`src/design/brpd_pkg.sv`:
```
package brpd_pkg;

  localparam int DIM_W      = 13;
  localparam int MODE_W     = 3;
  localparam int CFG_IDX_W  = 2;
  localparam int ADDR_W     = 24;
  localparam int RGB_W      = 24;
  localparam int PAL_IDX_W  = 8;
  localparam int PALETTE_ENTRIES = 256;
  localparam int QUEUE_DEPTH = 4;
  localparam int QPTR_W      = $clog2(QUEUE_DEPTH);

  // Configuration register indexes.
  localparam logic [CFG_IDX_W-1:0] REG_PIXEL_MODE   = 2'd0;
  localparam logic [CFG_IDX_W-1:0] REG_IMAGE_WIDTH  = 2'd1;
  localparam logic [CFG_IDX_W-1:0] REG_IMAGE_HEIGHT = 2'd2;

  // Pixel modes.
  localparam logic [MODE_W-1:0] MODE_1BPP = 3'd0;
  localparam logic [MODE_W-1:0] MODE_4BPP = 3'd1;
  localparam logic [MODE_W-1:0] MODE_8BPP = 3'd2;
  localparam logic [MODE_W-1:0] MODE_BGR  = 3'd3;
  localparam logic [MODE_W-1:0] MODE_BGRA = 3'd4;

  // Input actions.
  localparam logic ACT_PALETTE = 1'b0;
  localparam logic ACT_PIXEL   = 1'b1;

  // How the back end turns a queued byte into pixels.
  localparam logic [1:0] KIND_BIT    = 2'd0;
  localparam logic [1:0] KIND_NIBBLE = 2'd1;
  localparam logic [1:0] KIND_INDEX  = 2'd2;
  localparam logic [1:0] KIND_DIRECT = 2'd3;

  typedef struct packed {
    logic                 is_palette;
    logic [1:0]           kind;
    logic [3:0]           count;
    logic [PAL_IDX_W-1:0] data;
    logic [RGB_W-1:0]     color;
    logic [ADDR_W-1:0]    address;
    logic                 eoi;
  } run_t;

endpackage

```
`src/design/brpd_queue.sv`:
```
module brpd_queue (
  input  logic           clk,
  input  logic           rst,
  input  logic           push,
  input  brpd_pkg::run_t push_entry,
  input  logic           pop,
  output brpd_pkg::run_t head,
  output logic           empty,
  output logic           full
);
  import brpd_pkg::*;

  run_t              slots [QUEUE_DEPTH];
  logic [QPTR_W-1:0] wr_ptr;
  logic [QPTR_W-1:0] rd_ptr;
  logic [QPTR_W:0]   count;

  assign head  = slots[rd_ptr];
  assign empty = count == '0;
  assign full  = count == (QPTR_W + 1)'(QUEUE_DEPTH);

  always_ff @(posedge clk) begin
    if (push) slots[wr_ptr] <= push_entry;
  end

  always_ff @(posedge clk) begin
    if (rst) begin
      wr_ptr <= '0;
      rd_ptr <= '0;
      count  <= '0;
    end else begin
      if (push) wr_ptr <= wr_ptr + QPTR_W'(1);
      if (pop)  rd_ptr <= rd_ptr + QPTR_W'(1);
      unique case ({push, pop})
        2'b10:   count <= count + (QPTR_W + 1)'(1);
        2'b01:   count <= count - (QPTR_W + 1)'(1);
        default: ;
      endcase
    end
  end

  a_no_push_when_full: assert property (@(posedge clk) disable iff (rst)
    full |-> !push)
    else $error("queue written while full");

  a_no_pop_when_empty: assert property (@(posedge clk) disable iff (rst)
    empty |-> !pop)
    else $error("queue read while empty");

endmodule

```
`config.mk`:
```
export PLATFORM = sky130hd
export DESIGN_NAME = brpd_queue
export DESIGN_NICKNAME = d
export VERILOG_FILES = /design/src/design/brpd_pkg.sv /design/src/design/brpd_queue.sv
export SDC_FILE = /design/constraint.sdc
export NUM_CORES = 1
export LEC_CHECK = 0
export BUFFER_PORTS_ARGS = -buffer_cell sky130_fd_sc_hd__clkbuf_2
export CAP_MARGIN = 20
export CORE_MARGIN = 1.5
export CORE_UTILIZATION = 51
export DETAILED_ROUTE_END_ITERATION = 10
export HOLD_SLACK_MARGIN = 0.05
export PLACE_DENSITY = 0.8
export RECOVER_POWER = 50
export SLEW_MARGIN = 20
export SYNTH_ARGS = -nofsm -noshare
export SYNTH_HDL_FRONTEND = slang
export SYNTH_SLANG_ARGS = --single-unit
```
`constraint.sdc`:
```
create_clock -name clk -period 2.4 [get_ports clk]
set_input_delay 0.36 -clock clk [delete_from_list [all_inputs] [get_ports clk]]
set_output_delay 0.36 -clock clk [all_outputs]
set_load 0.02 [all_outputs]
```
# ---- Yosys cells after proc, flatten, opt, wreduce, memory -nomap -nowiden
# Memory sizes are Yosys's and may differ from the RTL's. A register that Yosys moved wholly into a read port is not among the register bits.
# Index checks and enable logic that the tools add are counted.
dict set report totals {
  wordCells 18
  register_bits 7
  n_memories 1
  output_inout_bits 66
  inputBits 68
  mem_bits_rw 256
}
# memory depth width read_ports rd_clocked_by_memory_dff wr line
set mem_list {}
lappend mem_list {slots 4 64 1 1 1 brpd_queue.sv:13} ;# run_t slots [QUEUE_DEPTH];
dict set report classes {
  mux 5
  n_eq_ne 3
  n_addsub 4
  reduce_logical 2
}
# cell n
set ops {}
lappend ops {{$pmux 3 s2} 1}
lappend ops {{$add 2x1->2 const B} 2}
lappend ops {{$mux 2} 2}
lappend ops {{$add 3x1->3 const B} 1}
lappend ops {{$eq 3x3->1 const B} 1}
lappend ops {{$logic_not 3->1} 1}
lappend ops {{$sub 3x1->3 const B} 1}
lappend ops {{$eq 2x1->1 const B} 1}
lappend ops {{$eq 2x2->1 const B} 1}
lappend ops {{$mux 1} 2}
lappend ops {{$reduce_bool 2->1} 1}

# ---- Longest topological paths before layout
# Gate-level depths: netlist (run 1).
dict set report logic_depth {
  word_depth 3
  depth_mapped 7
  depth_no_buf 7
}

# ---- Least setup slack after synthesis (run 1)
# Ideal clock, no wire load.
dict set report synth_path {
  kind {register -> register}
  startpoint {register wr_ptr[0]}
  endpoint {memory slots[2][0] in the netlist's numbering (enable)}
  path_stages_with_launch 4
  arrival_time_ns 2.048
  setup_slack_ns -0.076
  n_path_buf 0
  t_required_ns 1.971
  cell_sequence {dfxtp_1 -> inv_1 -> ha_1 -> and2_1}
}
# element line
set synth_lines {}
lappend synth_lines {{start, declared} brpd_queue.sv:14} ;# logic [QPTR_W-1:0] wr_ptr;
lappend synth_lines {{start signal, assigned} brpd_queue.sv:32} ;# if (push) wr_ptr <= wr_ptr + QPTR_W'(1);
lappend synth_lines {{end, declared} brpd_queue.sv:13}
# Straight into the memory's write port.

==> results.txt, run 1 <==
Summed over all cells, the static leakage comes to 3.90 nW. The synthesized design contains 256 enable-type register cells. The wire length per cell is 20.9 µm, and the footprint of the multi-input gates is 1690 µm².

Number of diodes: 0. The pin count of the biggest net entering global routing was 47; the first-pass iteration count of the detailed router was 4. The floorplan has 50 rows.

The synthesized design contains 265 register bits. The final design instance area without fill was 11800 µm²; the area of the die was 19900 µm². Setup repair after global routing left no endpoint under its margin. The number of ports placed on the die boundary came out at 134. In the final routing, the length of wire on met1 measures 6.96 mm. The areal power density over the cells came out at 894 nW/µm². The max-slew violation count is 0. The share of the yosys chip area belonging to registers is 80.7%, and the routability congestion estimate from global placement is 0.708. Data arrives at the worst endpoint at 1.94 ns. The logs give 0 for the final count of negative-setup-slack endpoints and 18700 µm² for the standard cell core area. The synthesized area per cell was 25.6 µm². The highest net fanout along the worst path works out to 22. The tools report the number of levels in the clock H-tree as 1. The tools report the clock tree root driver cell as sky130_fd_sc_hd__clkbuf_16. The logs give 0 for the number of antenna-violating nets in the routed design and 4492 for the total via count after detailed routing. The number of nets handed over by synthesis was 455. Dividing the final minimum period by the clock period gives 96.0%. The worst pin sits at a relative slew slack of 24.9%.

The placed instances occupy a cell area of 10700 µm². For the worst-skew pair later-pin latency, the log shows 0.51 ns. The run finished with clean final reports. The number of buffers on the longest clock path was 3. The count of maximum capacitance violations was 0. By count the netlist is led by 256 x sky130_fd_sc_hd__edfxtp_1, 60 x sky130_fd_sc_hd__mux4_2, 9 x sky130_fd_sc_hd__dfxtp_1, 8 x sky130_fd_sc_hd__nor2_1. The flip-flop and latch area was 7880 µm². For this run, design rule violations remaining after detail routing come to 0.

The final layout contains 643 nets. The effective utilization at floorplan was 52.1%; the initial antenna violation count was 1. The filler cells instantiated in the layout total 1281.

The chip width is 141 µm, and the proportion of register bits with asynchronous set or reset after synthesis is 0%. The total overflow left after global routing is 0. The topmost layer with routed signal wires is met5. The clock period minus final worst setup slack is 2.30 ns. Counting every instance in the synthesized netlist gives 381.

At the pin with the least slew margin, the transition time is 1.13 ns. Of the cells placed in the final design, the portion with a size suffix greater than 1 is 30.6%. Routed via count divided by cell count: 5.46. The run gives 23 as the number of distinct library cell variants in the gate-level netlist after synthesis. The most frequent cell after synthesis was sky130_fd_sc_hd__edfxtp_1. The most used flip-flop cell after synthesis was sky130_fd_sc_hd__edfxtp_1. After detailed routing, the total wire length is 17.2 mm.

TritonCTS built the clock tree. After synthesis the cells add up to 9740 µm². For the Yosys warning count, the log shows 0.

The number of placed instances, taps included was 745. Leaving out filler cells and counting taps, the final layout contains 823. The tools report the amount of wire on met2 after detailed routing as 8.81 mm. The number of sinks on the clock net came out at 265. STA classifies the critical path endpoint as an output pin. The clock-pin slew reported for the worst setup and hold paths after clock tree synthesis was 0.06 ns. Ranked by total cell area, the synthesized netlist is headed by sky130_fd_sc_hd__edfxtp_1 79%, sky130_fd_sc_hd__mux4_2 14%, sky130_fd_sc_hd__dfxtp_1 1.8%. The type of the tightest min-delay check was input pin to flop. Summed over all instances, the cell type with the most area after synthesis is sky130_fd_sc_hd__edfxtp_1. Category of the most critical setup path: flop to output pin. Number of global-route vias before repair: 4923.

In this run, the number of DRC markers left after iteration 0 of detailed routing was 294. After routing, the total negative slack on setup checks comes to 0 ns. For the number of hold violations in the final report, the log shows 0.

Global-route wire length before repair: 26.6 mm. From synthesis to final layout, the design area changed by 21.1%. The largest vdd supply drop came out at 0.000679 V. The count of port buffers added during placement was 133. In the detailed route, the total length drawn on met3 is 1.18 mm. STA puts the critical path data required time at 2.04 ns.

The die is 141 µm tall. The number of CTS-inserted buffers is 27. The area fraction of the dominant cell type after synthesis was 78.9%; the post-route clock skew was 0.00694 ns. Once detailed placement completed, the half-perimeter wirelength came to 10.5 mm. Based on the critical path, the design can be clocked at up to 434 MHz. The global-route usage over all layers was 17.6%. The worst setup path is launched from a flop.
## metrics by stage
stage                     hold slack [ns]  power, mW  utilization [%]  setup WS [ns]
final                               0.113       10.5             63.1         0.0959
after floorplan                     0.459       6.20                -          0.620
after global placement              0.477       6.56             57.4          0.519
after detailed placement            0.518       6.60             57.4          0.504
after global routing                0.103       10.9             63.1        0.00995
after CTS                          0.0502       10.7             63.5         0.0734
## timing repair
item | in CTS | in global routing
endpoints found under the setup margin | 27 | 0
setup buffers | 2 | 0
endpoints found under the hold margin | 96 | 4
hold buffers | 26 | 1
resized for setup | 1 | 0
## kinds of logic after synthesis
logic type                 after synthesis  synth area share, %
DFF                                    265                 80.7
muxes                                   65                 15.0
buffers and inverters                   21                 1.98
and+or+nand+nor                         16                0.783
adders and majority gates                6                0.847
xor gates and xnor gates                 5                0.449
AOI/OAI and AO/OA                        3                0.154
## worst max-delay path, stage by stage, from the launching register on
cell and delay, ns:
sky130_fd_sc_hd__dfxtp_4 0.44, sky130_fd_sc_hd__buf_12 0.23, sky130_fd_sc_hd__mux4_2 0.56, sky130_fd_sc_hd__clkbuf_2 0.18
## layout make-up
cell class                 instances  area share [%]
sequential                       265            66.8
multi-input combinational         95            14.3
timing repair buffer             174            8.94
clock buffer                      42            6.37
tap                              234            2.48
clock inverter                     7           0.955
inverter                           6           0.191
## power by group
part / total, mW / internal, mW / switching [mW]
clock: 4.03 / 2.46 / 1.56
combinational: 1.14 / 0.475 / 0.660
sequential: 5.38 / 5.31 / 0.0685
total: 10.5 / 8.25 / 2.29
## routing by layer
layer  up-vias  global-route usage, %
met3        22                   4.93
met5         -                      0
met4         2                   3.84
li1       1993                      -
met1      2343                   22.8
met2       132                   30.0
## sequential cells by signal, summed over array words and instances (netlist names), named ones only
signal  flops
wr_ptr      2
count       3
slots     256
rd_ptr      2
## placed cells by master, fill, tap and decap left out, types with 2 or more instances in the layout
cell type,count
sky130_fd_sc_hd__dlygate4sd3_1,27
sky130_fd_sc_hd__edfxtp_1,256
sky130_fd_sc_hd__ha_1,5
sky130_fd_sc_hd__clkbuf_16,27
sky130_fd_sc_hd__and2_0,2
sky130_fd_sc_hd__buf_6,2
sky130_fd_sc_hd__clkbuf_8,2
sky130_fd_sc_hd__dfxtp_4,2
sky130_fd_sc_hd__bufinv_16,3
sky130_fd_sc_hd__buf_12,7
sky130_fd_sc_hd__dfxtp_1,7
sky130_fd_sc_hd__clkinv_2,2
sky130_fd_sc_hd__xor2_1,3
sky130_fd_sc_hd__clkbuf_2,68
sky130_fd_sc_hd__a21oi_1,2
sky130_fd_sc_hd__nor2_1,8
sky130_fd_sc_hd__clkbuf_1,78
sky130_fd_sc_hd__xnor2_1,2
sky130_fd_sc_hd__inv_1,6
sky130_fd_sc_hd__mux4_2,60
sky130_fd_sc_hd__buf_4,5
sky130_fd_sc_hd__mux4_1,4
## worst paths after layout
path,from,to,slack (ns),depth (start not counted)
worst max-delay path,flop,head[22],0.1,3
worst min-delay path,push_entry[62],slots[2][62],0.11,1
worst max register to register,wr_ptr[0],slots[2][48],0.21,4
worst min register to register,count[1],count[1],0.53,2
Power figures use the tool's default switching activity.
==> run 2, diff against run 1 <==
--- a/config.mk
+++ b/config.mk
@@ -8,12 +8,11 @@
 export BUFFER_PORTS_ARGS = -buffer_cell sky130_fd_sc_hd__clkbuf_2
 export CAP_MARGIN = 20
 export CORE_MARGIN = 1.5
-export CORE_UTILIZATION = 51
+export CORE_UTILIZATION = 61
 export DETAILED_ROUTE_END_ITERATION = 10
 export HOLD_SLACK_MARGIN = 0.05
-export PLACE_DENSITY = 0.8
+export PLACE_DENSITY = 0.89
 export RECOVER_POWER = 50
-export SLEW_MARGIN = 20
 export SYNTH_ARGS = -nofsm -noshare
 export SYNTH_HDL_FRONTEND = slang
 export SYNTH_SLANG_ARGS = --single-unit
==> constraint.sdc (replaced) <==
create_clock -name clk -period 2.78 [get_ports clk]
set_input_delay 0.417 -clock clk [delete_from_list [all_inputs] [get_ports clk]]
set_output_delay 0.417 -clock clk [all_outputs]
set_load 0.02 [all_outputs]
==> run 2 against run 1 <==
The run now ends with capacitance limit, slew limit left. Utilization is 9.5 points higher. Sequential cell count stayed put. Clock-buffer cell count is 6 lower. Sequential power is 13% lower. Clock skew is 0.0063 ns higher. Critical path type unchanged. Highest routed layer is now met4.
==> results.txt, run 2 (synthesized netlist as in run 1, its figures left out) <==
At the pin with the least slew margin, the transition time is 1.53 ns. Setup violations remaining at the end of the flow were counted as 0. Summing all multi-input logic gate instances after layout gives 1690 µm².

The clock-pin slew reported for the worst setup and hold paths after clock tree synthesis works out to 0.06 ns. The share of power burned in combinational logic is 10.1%, and the global-route usage over all layers is 21.2%. The routed via count divided by cell count is 5.75. The half-perimeter wire length after placement is 10.2 mm.

The floorplan step defined a die boundary enclosing 16700 µm². The pin count of the biggest net entering global routing was 42. The total detailed-routing wirelength is 17.2 mm, and the number of gates given a new drive strength after cts is 0. For the count of nets after finishing, the log shows 609. In the final layout, the registers with the most flip-flops are slots x256, count x3.

Measured in cells, the most critical reg-to-reg path has a length of 4. The wire length per cell was 22.4 µm; the routability congestion estimate from global placement was 0.691. The detailed router placed 4418 vias in this run. The sequential share of power was 51.5%. Global routing finished with a remaining overflow of 0.

After routing, the total negative slack on setup checks comes to 0 ns. The number of placed instances, taps included came out at 723. Measured along the y axis, the die boundary spans 129 µm. The tightest hold path in the finished design has a slack of 0.153 ns. In the routed design, unresolved DRC markers number 0. For this block, the initial DRC count from the detailed router was 267. The run gives 0 as the number of diodes. STA classifies the critical path endpoint as an output pin.

Data arrives at the worst endpoint at 2.15 ns. The utilization after layout was 72.6%; the highest net fanout along the worst path was 21. Hold-critical path depth: 1. The tools report the max-slew violation count as 27. The number of CTS-inserted buffers was 26. The initial antenna violation count was 0.

The tightest min-delay check is of the input pin to flop type. The placement row count came out at 46. The detail route stage leaves a number of antenna-violating nets equal to 0. For the largest vdd supply drop, the log shows 0.000639 V. More flip-flops sit in one register than any other, and that register is slots.

The logs give 7880 µm² for the flip-flop and latch area and 0.0132 ns for the post-route clock skew. The top cell types in the final layout, fill and taps aside, are 256 x sky130_fd_sc_hd__edfxtp_1, 72 x sky130_fd_sc_hd__clkbuf_1, 68 x sky130_fd_sc_hd__clkbuf_2, 60 x sky130_fd_sc_hd__mux4_2, 27 x sky130_fd_sc_hd__clkbuf_16. The flow ran to the end, but the final reports show violations. The clock network accounts for 38.3% of the total power.

Summed over all cells, the static leakage comes to 3.76 nW. In this run the power spent charging and discharging nets is 1.99 mW. The launching element type of the critical path is a flop. Buffers added to address setup during post-CTS repair amount to 0. The final reports fail on capacitance limit, slew limit.

Flip-flop count of the largest register after layout: 256. After filler insertion, the fill cell instance count of the layout stands at 961. The headroom to the max-slew limit was -1.95%. In this run the count of I/O pins placed on the die edge is 134. At the later pin of the worst-skew pair, clock insertion delay measures 0.53 ns.

Most frequent standard cell in the layout excluding fill and tap cells: sky130_fd_sc_hd__edfxtp_1. The run gives 0.214 ns as the smallest setup slack after layout. The amount of wire on met2 after detailed routing is 9.05 mm, and the effective utilization at floorplan is 61.8%.

The internal portion of the total power is 7.07 mW. At the worst endpoint, the required time is 2.36 ns. The number of hold-repair buffers added at the cts stage is 0.

The areal power density over the cells works out to 792 nW/µm². The tools report the total routed wire length on the met1 layer as 6.65 mm. In this run switching power makes up 22.0% of total power. Upper clock frequency limit: 390 MHz. Final cycle utilization of the critical path: 92.3%. Before antenna repair, the detailed router went through 4 iterations. The core region is 15800 µm².

From synthesis to final layout, the design area changed by 17.4%. OpenSTA, run right after detailed placement, puts the worst setup slack at 0.733 ns. The count of cells in the finished layout, fillers not included, comes to 769. The tools report the number of global-route vias before repair as 4602. The number of hold violations in the final report was 0.

Wire segments on met3 add up to 1.08 mm in the final route. TritonCTS built the clock tree. The routed design could run at a clock period as short as 2.57 ns.

The count of port buffers added during placement is 133. The highest metal layer carrying signal wires in the routed design is met4. CTS placed an instance of sky130_fd_sc_hd__clkbuf_16 at the clock tree root.

The run gives 25.7 mm as the global-route wire length before repair. The longest clock path from root to sink contains 3 buffers. For this design, the sink count on the clock tree is 265.

Setup repair after global routing left no endpoint under its margin. The critical path in this run is classified as flop to output pin. The count of maximum capacitance violations came out at 1.

The number of levels in the clock H-tree came out at 1. The floorplan step set the die width to 129 µm. Fraction of final layout cells with drive strength greater than 1: 31.6%.
## run 2: cell types whose count changed in the layout (fill, tap and decap cells not counted), sizes merged
cell         delta
clkbuf          -6
clkinv          +3
dlygate4sd3    -27
buf             -6
## run 2: per-layer routing
metal  global-route usage (%)  up-vias
li1                         -     1922
met2                     36.7      167
met4                     7.87        0
met3                     4.25       31
met1                     27.1     2298
met5                        0        -
## run 2: final timing paths
check / slack, ns / to / from
worst min register to register: 0.52 / count[2] / count[2]
worst max register to register: 0.36 / slots[1][55] / wr_ptr[1]
worst min-delay path: 0.15 / slots[3][25] / push_entry[25]
worst max-delay path: 0.21 / head[20] / flop
## run 2: cell type report
| class | count | area share, % |
|---|---|---|
| Inverter | 6 | 0.197 |
| Timing Repair Buffer | 141 | 6.40 |
| Tap cell | 216 | 2.36 |
| Multi-Input combinational cell | 95 | 14.7 |
| Clock buffer | 36 | 6.37 |
| Clock inverter | 10 | 1.12 |
| Sequential cell | 265 | 68.8 |
## run 2: worst max-delay path, stage by stage, from the launching register on
cell and delay (ns):
sky130_fd_sc_hd__dfxtp_4 0.62, sky130_fd_sc_hd__buf_4 0.28, sky130_fd_sc_hd__mux4_2 0.55, sky130_fd_sc_hd__clkbuf_2 0.18
## run 2: through the flow
stage                     power, mW  area (µm²)
final                          9.06       11400
after CTS                      9.15       11500
after global placement         5.65       10700
after floorplan                5.36        9740
after detailed placement       5.69       10700
after global routing           9.34       11400
## run 2: power by group through the flow
stage,sequential [mW],combinational (mW),clock (mW)
5_1_grt,4.69,0.980,3.67
6_report,4.67,0.916,3.47
3_3_place_gp,4.73,0.917,0
2_1_floorplan,4.71,0.654,0
4_1_cts,4.67,0.947,3.53
3_5_place_dp,4.75,0.939,0
