===== src/design/brpd_pkg.sv =====
package brpd_pkg;

  localparam int DIM_W      = 13;
  localparam int MODE_W     = 3;
  localparam int CFG_IDX_W  = 2;
  localparam int ADDR_W     = 24;
  localparam int RGB_W      = 24;
  localparam int PAL_IDX_W  = 8;
  localparam int PALETTE_ENTRIES = 256;
  localparam int QUEUE_DEPTH = 4;
  localparam int QPTR_W      = $clog2(QUEUE_DEPTH);

  // Configuration register indexes.
  localparam logic [CFG_IDX_W-1:0] REG_PIXEL_MODE   = 2'd0;
  localparam logic [CFG_IDX_W-1:0] REG_IMAGE_WIDTH  = 2'd1;
  localparam logic [CFG_IDX_W-1:0] REG_IMAGE_HEIGHT = 2'd2;

  // Pixel modes.
  localparam logic [MODE_W-1:0] MODE_1BPP = 3'd0;
  localparam logic [MODE_W-1:0] MODE_4BPP = 3'd1;
  localparam logic [MODE_W-1:0] MODE_8BPP = 3'd2;
  localparam logic [MODE_W-1:0] MODE_BGR  = 3'd3;
  localparam logic [MODE_W-1:0] MODE_BGRA = 3'd4;

  // Input actions.
  localparam logic ACT_PALETTE = 1'b0;
  localparam logic ACT_PIXEL   = 1'b1;

  // How the back end turns a queued byte into pixels.
  localparam logic [1:0] KIND_BIT    = 2'd0;
  localparam logic [1:0] KIND_NIBBLE = 2'd1;
  localparam logic [1:0] KIND_INDEX  = 2'd2;
  localparam logic [1:0] KIND_DIRECT = 2'd3;

  typedef struct packed {
    logic                 is_palette;
    logic [1:0]           kind;
    logic [3:0]           count;
    logic [PAL_IDX_W-1:0] data;
    logic [RGB_W-1:0]     color;
    logic [ADDR_W-1:0]    address;
    logic                 eoi;
  } run_t;

endpackage


===== src/design/brpd_front.sv =====
module brpd_front #(
  parameter int MAX_WIDTH  = 4096,
  parameter int MAX_HEIGHT = 4096
) (
  input  logic                           clk,
  input  logic                           rst,
  input  logic                           cfg_write,
  input  logic [brpd_pkg::CFG_IDX_W-1:0] cfg_index,
  input  logic [brpd_pkg::DIM_W-1:0]     cfg_data,
  input  logic                           in_valid,
  output logic                           in_ready,
  input  logic                           action,
  input  logic [7:0]                     data_byte,
  input  logic [7:0]                     palette_index,
  input  logic [7:0]                     palette_red,
  input  logic [7:0]                     palette_green,
  input  logic [7:0]                     palette_blue,
  input  logic                           q_full,
  output logic                           push,
  output brpd_pkg::run_t                 entry
);
  import brpd_pkg::*;

  localparam int WW  = $clog2(MAX_WIDTH + 1);
  localparam int HEW = $clog2(MAX_HEIGHT + 1);
  localparam int HW  = $clog2(MAX_HEIGHT);
  localparam int RBW = $clog2(4 * MAX_WIDTH + 4);

  function automatic logic [WW-1:0] clamp_w(input logic [DIM_W-1:0] v);
    if (v == '0) return WW'(1);
    else if (32'(v) > MAX_WIDTH) return WW'(MAX_WIDTH);
    else return WW'(v);
  endfunction

  function automatic logic [HEW-1:0] clamp_h(input logic [DIM_W-1:0] v);
    if (v == '0) return HEW'(1);
    else if (32'(v) > MAX_HEIGHT) return HEW'(MAX_HEIGHT);
    else return HEW'(v);
  endfunction

  logic [MODE_W-1:0] pixel_mode, mode_next;
  logic [DIM_W-1:0]  image_width, width_next;
  logic [DIM_W-1:0]  image_height, height_next;
  logic [WW-1:0]     column_count;
  logic [HW-1:0]     row_count;
  logic [RBW-1:0]    row_byte_count;
  logic [1:0]        byte_phase, phase_next;
  logic [7:0]        held_blue, blue_next;
  logic [7:0]        held_green, green_next;
  logic [ADDR_W-1:0] row_base;
  logic [ADDR_W-1:0] image_base;
  logic [ADDR_W-1:0] base_next;
  logic [WW+HEW-1:0] base_prod;

  logic              restart;
  logic [WW-1:0]     w_eff;
  logic [HEW-1:0]    h_eff;
  logic [WW-1:0]     cols_left;
  logic [WW-1:0]     col_sum;
  logic              col_open;
  logic              active;
  logic              mode_ok;
  logic              row_last;
  logic              row_end;
  logic              byte_accept;
  logic [3:0]        cnt;
  logic [1:0]        kind;
  logic [RBW-1:0]    w_ext;
  logic [RBW-1:0]    raw_len;
  logic [RBW-1:0]    row_len;

  // Configuration writes; any write to a listed register restarts the image.
  always_comb begin
    mode_next   = pixel_mode;
    width_next  = image_width;
    height_next = image_height;
    restart     = 1'b0;
    if (cfg_write) begin
      unique case (cfg_index)
        REG_PIXEL_MODE: begin
          mode_next = cfg_data[MODE_W-1:0];
          restart   = 1'b1;
        end
        REG_IMAGE_WIDTH: begin
          width_next = cfg_data;
          restart    = 1'b1;
        end
        REG_IMAGE_HEIGHT: begin
          height_next = cfg_data;
          restart     = 1'b1;
        end
        default: ;
      endcase
    end
    base_prod = clamp_w(width_next) * (clamp_h(height_next) - HEW'(1));
    base_next = ADDR_W'(base_prod);
  end

  always_comb begin
    w_eff     = clamp_w(image_width);
    h_eff     = clamp_h(image_height);
    cols_left = w_eff - column_count;
    col_open  = column_count < w_eff;
    active    = col_open || (byte_phase != 2'd0);
    mode_ok   = pixel_mode <= MODE_BGRA;
    row_last  = HEW'(row_count) == (h_eff - HEW'(1));

    phase_next = byte_phase;
    blue_next  = held_blue;
    green_next = held_green;
    cnt        = 4'd0;
    kind       = KIND_INDEX;
    unique case (pixel_mode)
      MODE_1BPP: begin
        kind = KIND_BIT;
        if (active) cnt = (cols_left > WW'(8)) ? 4'd8 : 4'(cols_left);
      end
      MODE_4BPP: begin
        kind = KIND_NIBBLE;
        if (active) cnt = (cols_left > WW'(2)) ? 4'd2 : 4'(cols_left);
      end
      MODE_8BPP: begin
        kind = KIND_INDEX;
        if (active) cnt = 4'd1;
      end
      default: begin
        kind = KIND_DIRECT;
        if (active) begin
          unique case (byte_phase)
            2'd0: begin
              blue_next  = data_byte;
              phase_next = 2'd1;
            end
            2'd1: begin
              green_next = data_byte;
              phase_next = 2'd2;
            end
            2'd2: begin
              if (col_open) cnt = 4'd1;
              phase_next = (pixel_mode == MODE_BGRA) ? 2'd3 : 2'd0;
            end
            default: phase_next = 2'd0;
          endcase
        end
      end
    endcase

    // Row length in bytes, rounded up to a multiple of four.
    w_ext = RBW'(w_eff);
    unique case (pixel_mode)
      MODE_1BPP: raw_len = (w_ext + RBW'(7)) >> 3;
      MODE_4BPP: raw_len = (w_ext + RBW'(1)) >> 1;
      MODE_8BPP: raw_len = w_ext;
      MODE_BGR:  raw_len = (w_ext << 1) + w_ext;
      default:   raw_len = w_ext << 2;
    endcase
    row_len = (raw_len + RBW'(3)) & ~RBW'(3);
    row_end = (row_byte_count + RBW'(1)) >= row_len;
    col_sum = column_count + WW'(cnt);
  end

  assign in_ready    = !q_full;
  assign byte_accept = in_valid && in_ready && (action == ACT_PIXEL) && mode_ok;
  assign push        = in_valid && in_ready &&
                       ((action == ACT_PALETTE) || (mode_ok && (cnt != 4'd0)));

  always_comb begin
    entry            = '0;
    entry.is_palette = action == ACT_PALETTE;
    entry.kind       = kind;
    entry.count      = cnt;
    entry.address    = row_base + ADDR_W'(column_count);
    entry.eoi        = row_last && (col_sum == w_eff) && (cnt != 4'd0);
    if (action == ACT_PALETTE) begin
      entry.data  = palette_index;
      entry.color = {palette_blue, palette_green, palette_red};
    end else begin
      entry.data  = data_byte;
      entry.color = {held_blue, held_green, data_byte};
    end
  end

  always_ff @(posedge clk) begin
    if (rst) begin
      pixel_mode     <= MODE_8BPP;
      image_width    <= DIM_W'(1);
      image_height   <= DIM_W'(1);
      column_count   <= '0;
      row_count      <= '0;
      row_byte_count <= '0;
      byte_phase     <= 2'd0;
      held_blue      <= 8'd0;
      held_green     <= 8'd0;
      row_base       <= '0;
      image_base     <= '0;
    end else if (restart) begin
      pixel_mode     <= mode_next;
      image_width    <= width_next;
      image_height   <= height_next;
      column_count   <= '0;
      row_count      <= '0;
      row_byte_count <= '0;
      byte_phase     <= 2'd0;
      held_blue      <= 8'd0;
      held_green     <= 8'd0;
      row_base       <= base_next;
      image_base     <= base_next;
    end else if (byte_accept) begin
      held_blue  <= blue_next;
      held_green <= green_next;
      if (row_end) begin
        column_count   <= '0;
        row_byte_count <= '0;
        byte_phase     <= 2'd0;
        if (row_last) begin
          row_count <= '0;
          row_base  <= image_base;
        end else begin
          row_count <= row_count + HW'(1);
          row_base  <= row_base - ADDR_W'(w_eff);
        end
      end else begin
        column_count   <= col_sum;
        row_byte_count <= row_byte_count + RBW'(1);
        byte_phase     <= phase_next;
      end
    end
  end

  a_pixel_run_nonempty: assert property (@(posedge clk) disable iff (rst)
    push && !entry.is_palette |-> entry.count != 4'd0)
    else $error("pixel run queued without pixels");

endmodule


===== config.mk =====
export PLATFORM = sky130hd
export DESIGN_NAME = brpd_front
export DESIGN_NICKNAME = d
export VERILOG_FILES = /design/src/design/brpd_pkg.sv /design/src/design/brpd_front.sv
export SDC_FILE = /design/constraint.sdc
export NUM_CORES = 1
export LEC_CHECK = 0
export ABC_AREA = 1
export BUFFER_PORTS_ARGS = -buffer_cell sky130_fd_sc_hd__buf_4
export CORE_UTILIZATION = 45
export DETAILED_ROUTE_END_ITERATION = 6
export HOLD_SLACK_MARGIN = 0.12
export PLACE_DENSITY = 0.62
export SYNTH_ARGS = -nofsm -noshare
export SYNTH_HDL_FRONTEND = slang
export SYNTH_SLANG_ARGS = --single-unit

===== constraint.sdc =====
create_clock -name clk -period 21 [get_ports clk]
set_input_delay 1.05 -clock clk [delete_from_list [all_inputs] [get_ports clk]]
set_output_delay 1.05 -clock clk [all_outputs]
set_load 0.01 [all_outputs]

Yosys cells after proc, flatten, opt, wreduce, memory -nomap -nowiden
Index checks and enable logic that the tools add are counted.

$mul: 1. Bitwise logic cells: 2. Add/subtract/negate cells: 12. Equality and inequality tests: 11. Divide/modulo/power cells: 0. Reductions and logical operators: 31. Mux-type cells: 38. $lt $le $gt $ge: 9. Shift operators: 0.

Operators with widths (count): 13-bit 2-to-1 mux (13); 24-bit 2-to-1 mux (4); 15-bit case mux with 4 select lines (1); 13-bit greater-than comparator (second input constant) (4); 13-bit zero test (4); 32-bit 2-to-1 mux (1); 24-bit by 13-bit adder with 24-bit output (1); 14-bit by 14-bit multiplier with 24-bit output (1); 24-bit by 13-bit subtractor with 24-bit output (1); 4-bit 2-to-1 mux (4); 14-bit by 13-bit adder with 15-bit output (1); 15-bit by 1-bit adder with 15-bit output (second input constant) (1); 15-bit by 2-bit adder with 15-bit output (second input constant) (1); 15-bit >= comparator (1); 15-bit 2-to-1 mux (1); 13-bit by 1-bit adder with 14-bit output (second input constant) (1); 13-bit by 3-bit adder with 14-bit output (second input constant) (1); 13-bit by 1-bit subtractor with 14-bit output (second input constant) (1); 13-bit by 4-bit adder with 13-bit output (1); 12-bit by 13-bit equality test with 1-bit output (1); 13-bit equality test (1); 13-bit by 2-bit greater-than comparator with 1-bit output (second input constant) (1); 13-bit by 4-bit greater-than comparator with 1-bit output (second input constant) (1); 13-bit less-than comparator (1); 28 further kinds (56).

Memory bits (writable): 0. Register bits after elaboration: 135. Bits in read-only memories: 0. Input bits: 61. Output and inout port bits: 66. Bits in latches: 0. Memories: 0.

Depth between registers and ports, before layout
Gate-level depths: netlist of run 1.

Depth in word-level cells: 12. Gate-level depth with buffers: 44.

Worst setup path before layout of run 1
No wires, ideal clock.

Path type: input -> register. Start point: in cfg_index[0] (netlist bit). End point: reg row_base[22]. Data required time: 20.930 ns. Arrival time: 7.859 ns. Library setup time: 0.070 ns. Cell stages on the path: 40. Setup slack: 13.072 ns. Cell sequence: inv_2 > nand3_2 > o21ai_0 > nand2_1 > nor2_2 > nand3_1 > nand2_2 > buf_4 > nand2_1 > ha_1 > buf_2 > nand2_1 > xnor2_1 > inv_1 > nand2_1 > fa_1 > inv_1 > fa_1 > [... 4 more ...] > inv_1 > fa_1 > ha_1 > a21oi_1 > o21ai_0 > a21oi_1 > inv_1 > a21oi_1 > inv_1 > a21oi_1 > o21ai_0 > nand3_1 > nand2_1 > a21oi_1 > o21ai_0 > nand2_1 > inv_1 > a21oi_1.

Longest elaborated chain between the ends: 9. Elaborated cells on any way between the ends: 24.

RTL lines: start, declared (RTL line brpd_front.sv:8) `input logic [brpd_pkg::CFG_IDX_W-1:0] cfg_index,`; 2-bit equality test (RTL line brpd_front.sv:79) `unique case (cfg_index)`; 13-bit 2-to-1 mux (RTL line brpd_front.sv:79); 13-bit 2-to-1 mux (RTL line brpd_front.sv:78) `if (cfg_write) begin`; 13-bit greater-than comparator (RTL line brpd_front.sv:37) `else if (32'(v) > MAX_HEIGHT) return HEW'(MAX_HEIGHT);`; 13-bit 2-to-1 mux (RTL line brpd_front.sv:37); 13-bit 2-to-1 mux (RTL line brpd_front.sv:36) `if (v == '0) return HEW'(1);`; 13-bit by 1-bit subtractor with 14-bit output (RTL line brpd_front.sv:95) `base_prod = clamp_w(width_next) * (clamp_h(height_next) - HEW'(1));`; 14-bit by 14-bit multiplier with 24-bit output (RTL line brpd_front.sv:95); 24-bit 2-to-1 mux (RTL line brpd_front.sv:196) `end else if (restart) begin`; end signal, assigned (RTL line brpd_front.sv:206) `row_base <= base_next;`; end signal, assigned (RTL line brpd_front.sv:217) `row_base <= image_base;`; end signal, assigned (RTL line brpd_front.sv:220) `row_base <= row_base - ADDR_W'(w_eff);`; end, declared (RTL line brpd_front.sv:50) `logic [ADDR_W-1:0] row_base;`.

Parallel ways exist; a longest one is shown, timed or not. A chain may end at the register's enable or synchronous reset.

Final worst setup path of run 1
Ends and elaborated chain as after synthesis.

==> results of run 1 <==
[per-stage QoR]
stage | hold WS, ns | power (mW) | util [%] | area, µm² | instances
floorplan | 0.421 | 0.798 | - | 17800 | 2687
global placement | 0.435 | 0.988 | 49.7 | 19300 | 3287
detailed placement | 0.443 | 0.992 | 49.7 | 19300 | 3287
CTS | 0.452 | 1.30 | 51.1 | 19900 | 3319
global route | 0.472 | 1.40 | 51.1 | 19900 | 3319
finish | 0.448 | 1.29 | 51.1 | 19900 | 3321
[report_power, final]
group	switching (mW)	internal (mW)	leakage, nW	total [mW]
Sequential	0.0183	0.279	1.10	0.298
Combinational	0.437	0.252	8.60	0.689
Clock	0.135	0.166	0.266	0.300
Total	0.590	0.697	9.97	1.29
[sequential cells by signal (all words and copies together) (netlist names)]
name and flops:
image_base 24, row_base 24, row_byte_count 15, column_count 13, image_height 13, image_width 13, row_count 12, held_blue 8
held_green 8, pixel_mode 3, byte_phase 2
[worst paths after layout]
check / start / end
max reg2reg: image_width[12] / row_base[22]
min reg2reg: held_green[1] / held_green[1]
max: cfg_index[0] / row_base[22]
min: held_green[1] / held_green[1]
[layout make-up]
class	count	area [µm²]	share of cell area (%)
clock inverters	14	141	0.712
diodes	2	5.00	0.0252
clock buffers	18	429	2.16
inverters	488	1840	9.25
multi-input cells	2008	13100	65.8
well taps	518	648	3.26
repair buffers	138	1040	5.22
flip-flops and latches	135	2700	13.6
[cell usage in the layout (no fill, tap or decap), types with 5 or more instances in the layout]
cell / n
clkbuf_16: 17
fa_1: 134
dfxtp_1: 135
nor3_1: 31
nand3_2: 9
o21a_1: 8
o21ai_1: 16
xnor2_1: 32
inv_1: 471
nand2_1: 606
xor2_1: 74
nor4_1: 9
buf_4: 138
a21oi_1: 200
inv_2: 10
nand4_1: 43
inv_6: 5
clkinv_1: 6
o21ai_0: 171
nor2_2: 11
ha_1: 160
nand2_2: 10
nor2_1: 255
nand3_1: 132
a21boi_0: 5
or2_2: 7
o22ai_1: 7
conb_1: 11
a31oi_1: 11
[cells by family after synthesis]
group / synth area share (%)
fa+ha+maj: 26.3
buf+inv: 11.8
other cells: 0.0422
xor+xnor: 5.49
simple gates: 27.2
flops: 15.2
compound gates: 14.0
[routing by layer]
layer	vias up	wire length, µm
li1	8731	-
met1	8309	24300
met2	526	27400
met3	91	2880
met4	0	1720
met5	-	0
[worst max-delay path, delay by kind of cell]
family,cells,cell delay [ns]
adders and majority gates,8,3.73
AOI/OAI and AO/OA,10,1.79
and+or+nand+nor,11,1.51
buffers and inverters,9,0.93
xor gates and xnor gates,1,0.20
==> metrics.md, run 1 <==
| Metric | Value |
|---|---|
| Post-DRT Antenna Nets | `0` |
| Cts repair resizes | `0` |
| Die width | `201 µm` |
| # nets final | `3,143` |
| Core box area | `38,800 µm²` |
| Worst Clk Skew | `0.0161 ns` |
| Overflow after GRT | `0` |
| Top post-synthesis cells by area | `dfxtp_1, fa_1, nand2_1` |
| Crit path required time | `21.39 ns` |
| # H-tree levels | `4` |
| Clock Latency Late Sink | `0.45 ns` |
| Slew HR | `29.4%` |
| Post-synth ARST share | `0%` |
| Crit start category | `input pin` |
| Num rows | `72` |
| Period utilisation layout | `42.1%` |
| Slew @ Worst Pin | `1.06 ns` |
| Fmax | `0.113 GHz` |
| Run status | `completed` |
| Register area share after synthesis | `15.2%` |
| Initial drt markers | `1,329` |
| # IOs | `127` |
| Final Hold Violating Endpoints | `0` |
| Max-cap violations | `0` |
| Post-route DRC | `0` |
| Crit Path Category | `input pin to flip-flop` |
| Worst endpoint data arrival time | `9.23 ns` |
| GRT met1 Usage | `35.7%` |
| CTS tree | `done` |
| Die Y | `201 µm` |
| Pins over their slew limit | `0` |
| Top Usage Layer GRT | `met2` |
| Crit path top cell by count | `inv_1` |
| Initial antenna violation count | `2` |
| Place WS | `11.79 ns` |
| Min-Delay Path Depth | `2` |
| Number of iterations in the first detailed-routing pass | `6` |
| Clock root cell | `clkbuf_16` |
| Via/cell ratio | `5.32` |
| Synth Area per Inst | `6.65 µm²` |
| WL per Instance | `17.0 µm` |
| Crit path max-delay cell type | `fa_1` |
| Pin count of the biggest net entering global routing | `50` |
| Count of different cell masters after synthesis | `65` |
| I/O Buffers | `126` |
| GR met3 Demand/Resource | `4.33%` |
| Count leader, synth | `nand2_1` |
| Worst Reg-to-Reg Cells | `33` |
| TNS Setup | `0 ns` |
| Worst Path Max Fanout | `16` |
| Hpwl dp | `46.0 mm` |
| Main synth FF type | `dfxtp_1` |
| Min-Delay Path Class | `flip-flop to flip-flop` |
| Clock Tree Buf Depth | `2` |
| Vias in the first global route | `17,400` |
| Post-CTS Setup Bufs | `0` |
| Yosys reg bits | `135` |
| Final wirelength | `56.3 mm` |
| GR Layer Usage met2 | `49.0%` |
| Initial core utilization | `45.9%` |
| Power per cell area | `64.8 nW/µm²` |
| Leak | `9.97 nW` |
| First-pass GRT wire length | `91.5 mm` |
| RSZ-0062 raised after global routing | `no` |
| Most instantiated cells after synthesis | `nand2_1, inv_1, nor2_1, a21oi_1, o21ai_0` |
| Die ar. | `40,400 µm²` |
| Crit-path max cell delay | `0.55 ns` |
| Ys Warns | `0` |
| Synth top area share | `15.2%` |
| Mapped cell area | `17,800 µm²` |
| Final Setup Violations | `0` |
| Layout cells sized above 1 | `8.57%` |
| Fill cells | `3,983` |
| Vias | `17,700` |
| Number of synthesized flops with an enable pin | `0` |
| Worst-path clk slew | `0.07 ns` |
| Clock sink total | `135` |
| GRT Util Overall | `28.4%` |
| Worst vdd ir | `0.0678 mV` |
| CTS buffer count | `17` |
| R2R setup slack | `12.79 ns` |
| Final GP Congestion | `0.972` |
| CTS hold repair buffers | `0` |
| Final worst slack | `12.15 ns` |
| CP endpoint kind | `flip-flop` |
| Area leader, netlist | `dfxtp_1` |
| Fin crit period | `8.85 ns` |
| Layout area overhead | `11.5%` |
| Syn Inst Count | `2,678` |
Power figures use the tool's default switching activity.
==> inputs of run 2 (changes only) <==
Settings changed: PLACE_DENSITY 0.62 to 0.65.
Clock period 21 ns to 7.7 ns, I/O delays scaled along.
==> run 2 against run 1 <==
Sequential power grew to 2.7 times the previous value. Power grew to 2.9 times the previous value. Final area is 3.7% higher. Sequential cell count stayed put. Clock skew is 0.0016 ns lower. First-iteration DRC count is 2.6% lower. Combinational power grew to 2.9 times the previous value. Clock-buffer cell count stayed put. Sequential share of layout area is 0.49 points lower. Register-to-register slack worse by 12 ns. Cell count is 2.5% higher. Critical path depth is 3 higher. Highest routed layer unchanged.
==> metrics.md, run 2 (synthesized netlist as in run 1, its figures left out) <==
| Metric | Value |
|---|---|
| Crit path required time | `8.08 ns` |
| Post-Place Cells | `3,371` |
| Layout cells sized above 1 | `11.5%` |
| Power per cell area | `179 nW/µm²` |
| Number of iterations in the first detailed-routing pass | `6` |
| Fmax | `0.139 GHz` |
| Clock Latency Late Sink | `0.45 ns` |
| Die width | `201 µm` |
| Initial antenna violation count | `0` |
| Max-cap violations | `0` |
| Regs by FF count | `image_base: 24 flops, row_base: 24 flops, row_byte_count: 15 flops` |
| # diodes | `0` |
| CTS hold repair buffers | `0` |
| Final GP Congestion | `0.991` |
| Worst path depth | `42` |
| Slew HR | `31.9%` |
| Worst Reg-to-Reg Cells | `39` |
| Place WS | `-0.0414 ns` |
| # IOs | `127` |
| Initial core utilization | `45.9%` |
| Clock Tree Buf Depth | `2` |
| RR Endpoint | `row_base[22]` |
| Worst-path clk slew | `0.07 ns` |
| Post-route DRC | `0` |
| Final non-filler cell total | `3,405` |
| CP endpoint kind | `flip-flop` |
| WL per Instance | `16.5 µm` |
| Hpwl dp | `45.8 mm` |
| CTS tree | `done` |
| Worst endpoint data arrival time | `7.57 ns` |
| Fin crit period | `7.19 ns` |
| Min-Delay Path Depth | `3` |
| Hold Path End | `pixel_mode[1]` |
| First-pass GRT wire length | `91.0 mm` |
| Vias | `18,000` |
| Final worst slack | `0.506 ns` |
| Clock root cell | `clkbuf_16` |
| Overflow after GRT | `0` |
| Crit path max-delay cell type | `fa_1` |
| Commonest cells after routing, fill and taps aside | `nand2_1, inv_1, nor2_1` |
| Layout area overhead | `15.7%` |
| GRT Util Overall | `28.2%` |
| Run status | `completed` |
| Worst vdd ir | `0.132 mV` |
| Pin count of the biggest net entering global routing | `51` |
| Crit Path Category | `input pin to flip-flop` |
| Commonest non-fill, non-tap cell in the layout | `nand2_1` |
| Clock sink total | `135` |
| Hold_sp | `cfg_data[1]` |
| Num rows | `72` |
| Via/cell ratio | `5.30` |
| Final Hold Violating Endpoints | `0` |
| Crit path max-delay family | `adder cells` |
| Period utilisation layout | `93.4%` |
| Pins over their slew limit | `0` |
| # nets final | `3,229` |
| I/O Buffers | `126` |
| CTS buffer count | `17` |
| Crit start category | `input pin` |
| Min-Delay Path Class | `input pin to flip-flop` |
| R2R setup slack | `0.58 ns` |
| Die ar. | `40,400 µm²` |
| Crit path top cell by count | `nand2_1` |
| Crit-path max cell delay | `0.56 ns` |
| Final Setup Violations | `0` |
| Reg2Reg Launch Point | `image_height[10]` |
| Utilization after layout | `53.0%` |
| Vias in the first global route | `17,700` |
| Worst Path Max Fanout | `12` |
| # H-tree levels | `4` |
| Initial drt markers | `1,294` |
| Dpl cell area | `19,900 µm²` |
| Die Y | `201 µm` |
| Hold Slack | `0.241 ns` |
| Slew @ Worst Pin | `1.02 ns` |
| Post-route cell area | `20,600 µm²` |
| Leak | `10.4 nW` |
| Final wirelength | `56.3 mm` |
| Core box area | `38,800 µm²` |
| Buf/Inv on CP | `11` |
| Worst Clk Skew | `0.0145 ns` |
| Post-DRT Antenna Nets | `0` |
-- run 2: cell count changes in the layout (fill, tap and decap cells not counted), sizes merged --
cell / delta
bufinv: +2
clkinv: +1
diode: -2
nor2: +1
clkinvlp: -3
buf: +85
-- run 2: worst max-delay path by stage --
stage	startpoint	endpoint
after floorplan	cfg_index[0]	row_base[22]
after global placement	cfg_index[1]	row_base[22]
after detailed placement	cfg_write	row_base[22]
after CTS	cfg_write	row_base[22]
after global routing	cfg_index[0]	row_base[22]
final	cfg_index[0]	row_base[22]
-- run 2: power breakdown --
part           internal [mW]  switching (mW)  total, mW
Clock                  0.527           0.365      0.892
Sequential             0.762          0.0468      0.808
Combinational          0.771            1.22       1.99
-- run 2: timing repair --
action / in CTS / in global routing
resized for setup: 0 / 12
setup buffers: 0 / 1
endpoints found under the setup margin: 0 / 8
-- run 2: per-stage QoR --
step,TNS [ns],power (mW)
2_1_floorplan,0,2.18
3_3_place_gp,0,2.76
3_5_place_dp,-0.0414,2.79
4_1_cts,0,3.71
5_1_grt,-0.0430,4.02
6_report,0,3.69
-- run 2: metal layers --
layer  GRT usage (%)  wire length, µm  vias to the layer above
met5               0                0                        -
met3            4.11             3030                      102
met4            9.57             1650                        0
li1                -                -                     8907
met1            33.7            23300                     8480
met2            51.2            28300                      547
-- run 2: cell type report --
type | count | area [µm²]
Fill cell | 3928 | 18200
Sequential cell | 135 | 2700
Clock inverter | 14 | 188
Timing Repair Buffer | 223 | 1700
Tap cell | 518 | 648
Clock buffer | 18 | 439
Multi-Input combinational cell | 2009 | 13100
Inverter | 488 | 1840
-- run 2: worst register-to-register path: cells and delay by family (launching register included) --
family                   cells  cell delay (ns)
AO/OA/AOI/OAI                9             1.22
adder cells (fa/ha/maj)      8             3.58
buffers and inverters        9             0.82
flip-flops                   1             0.33
AND/OR/NAND/NOR             13             1.12
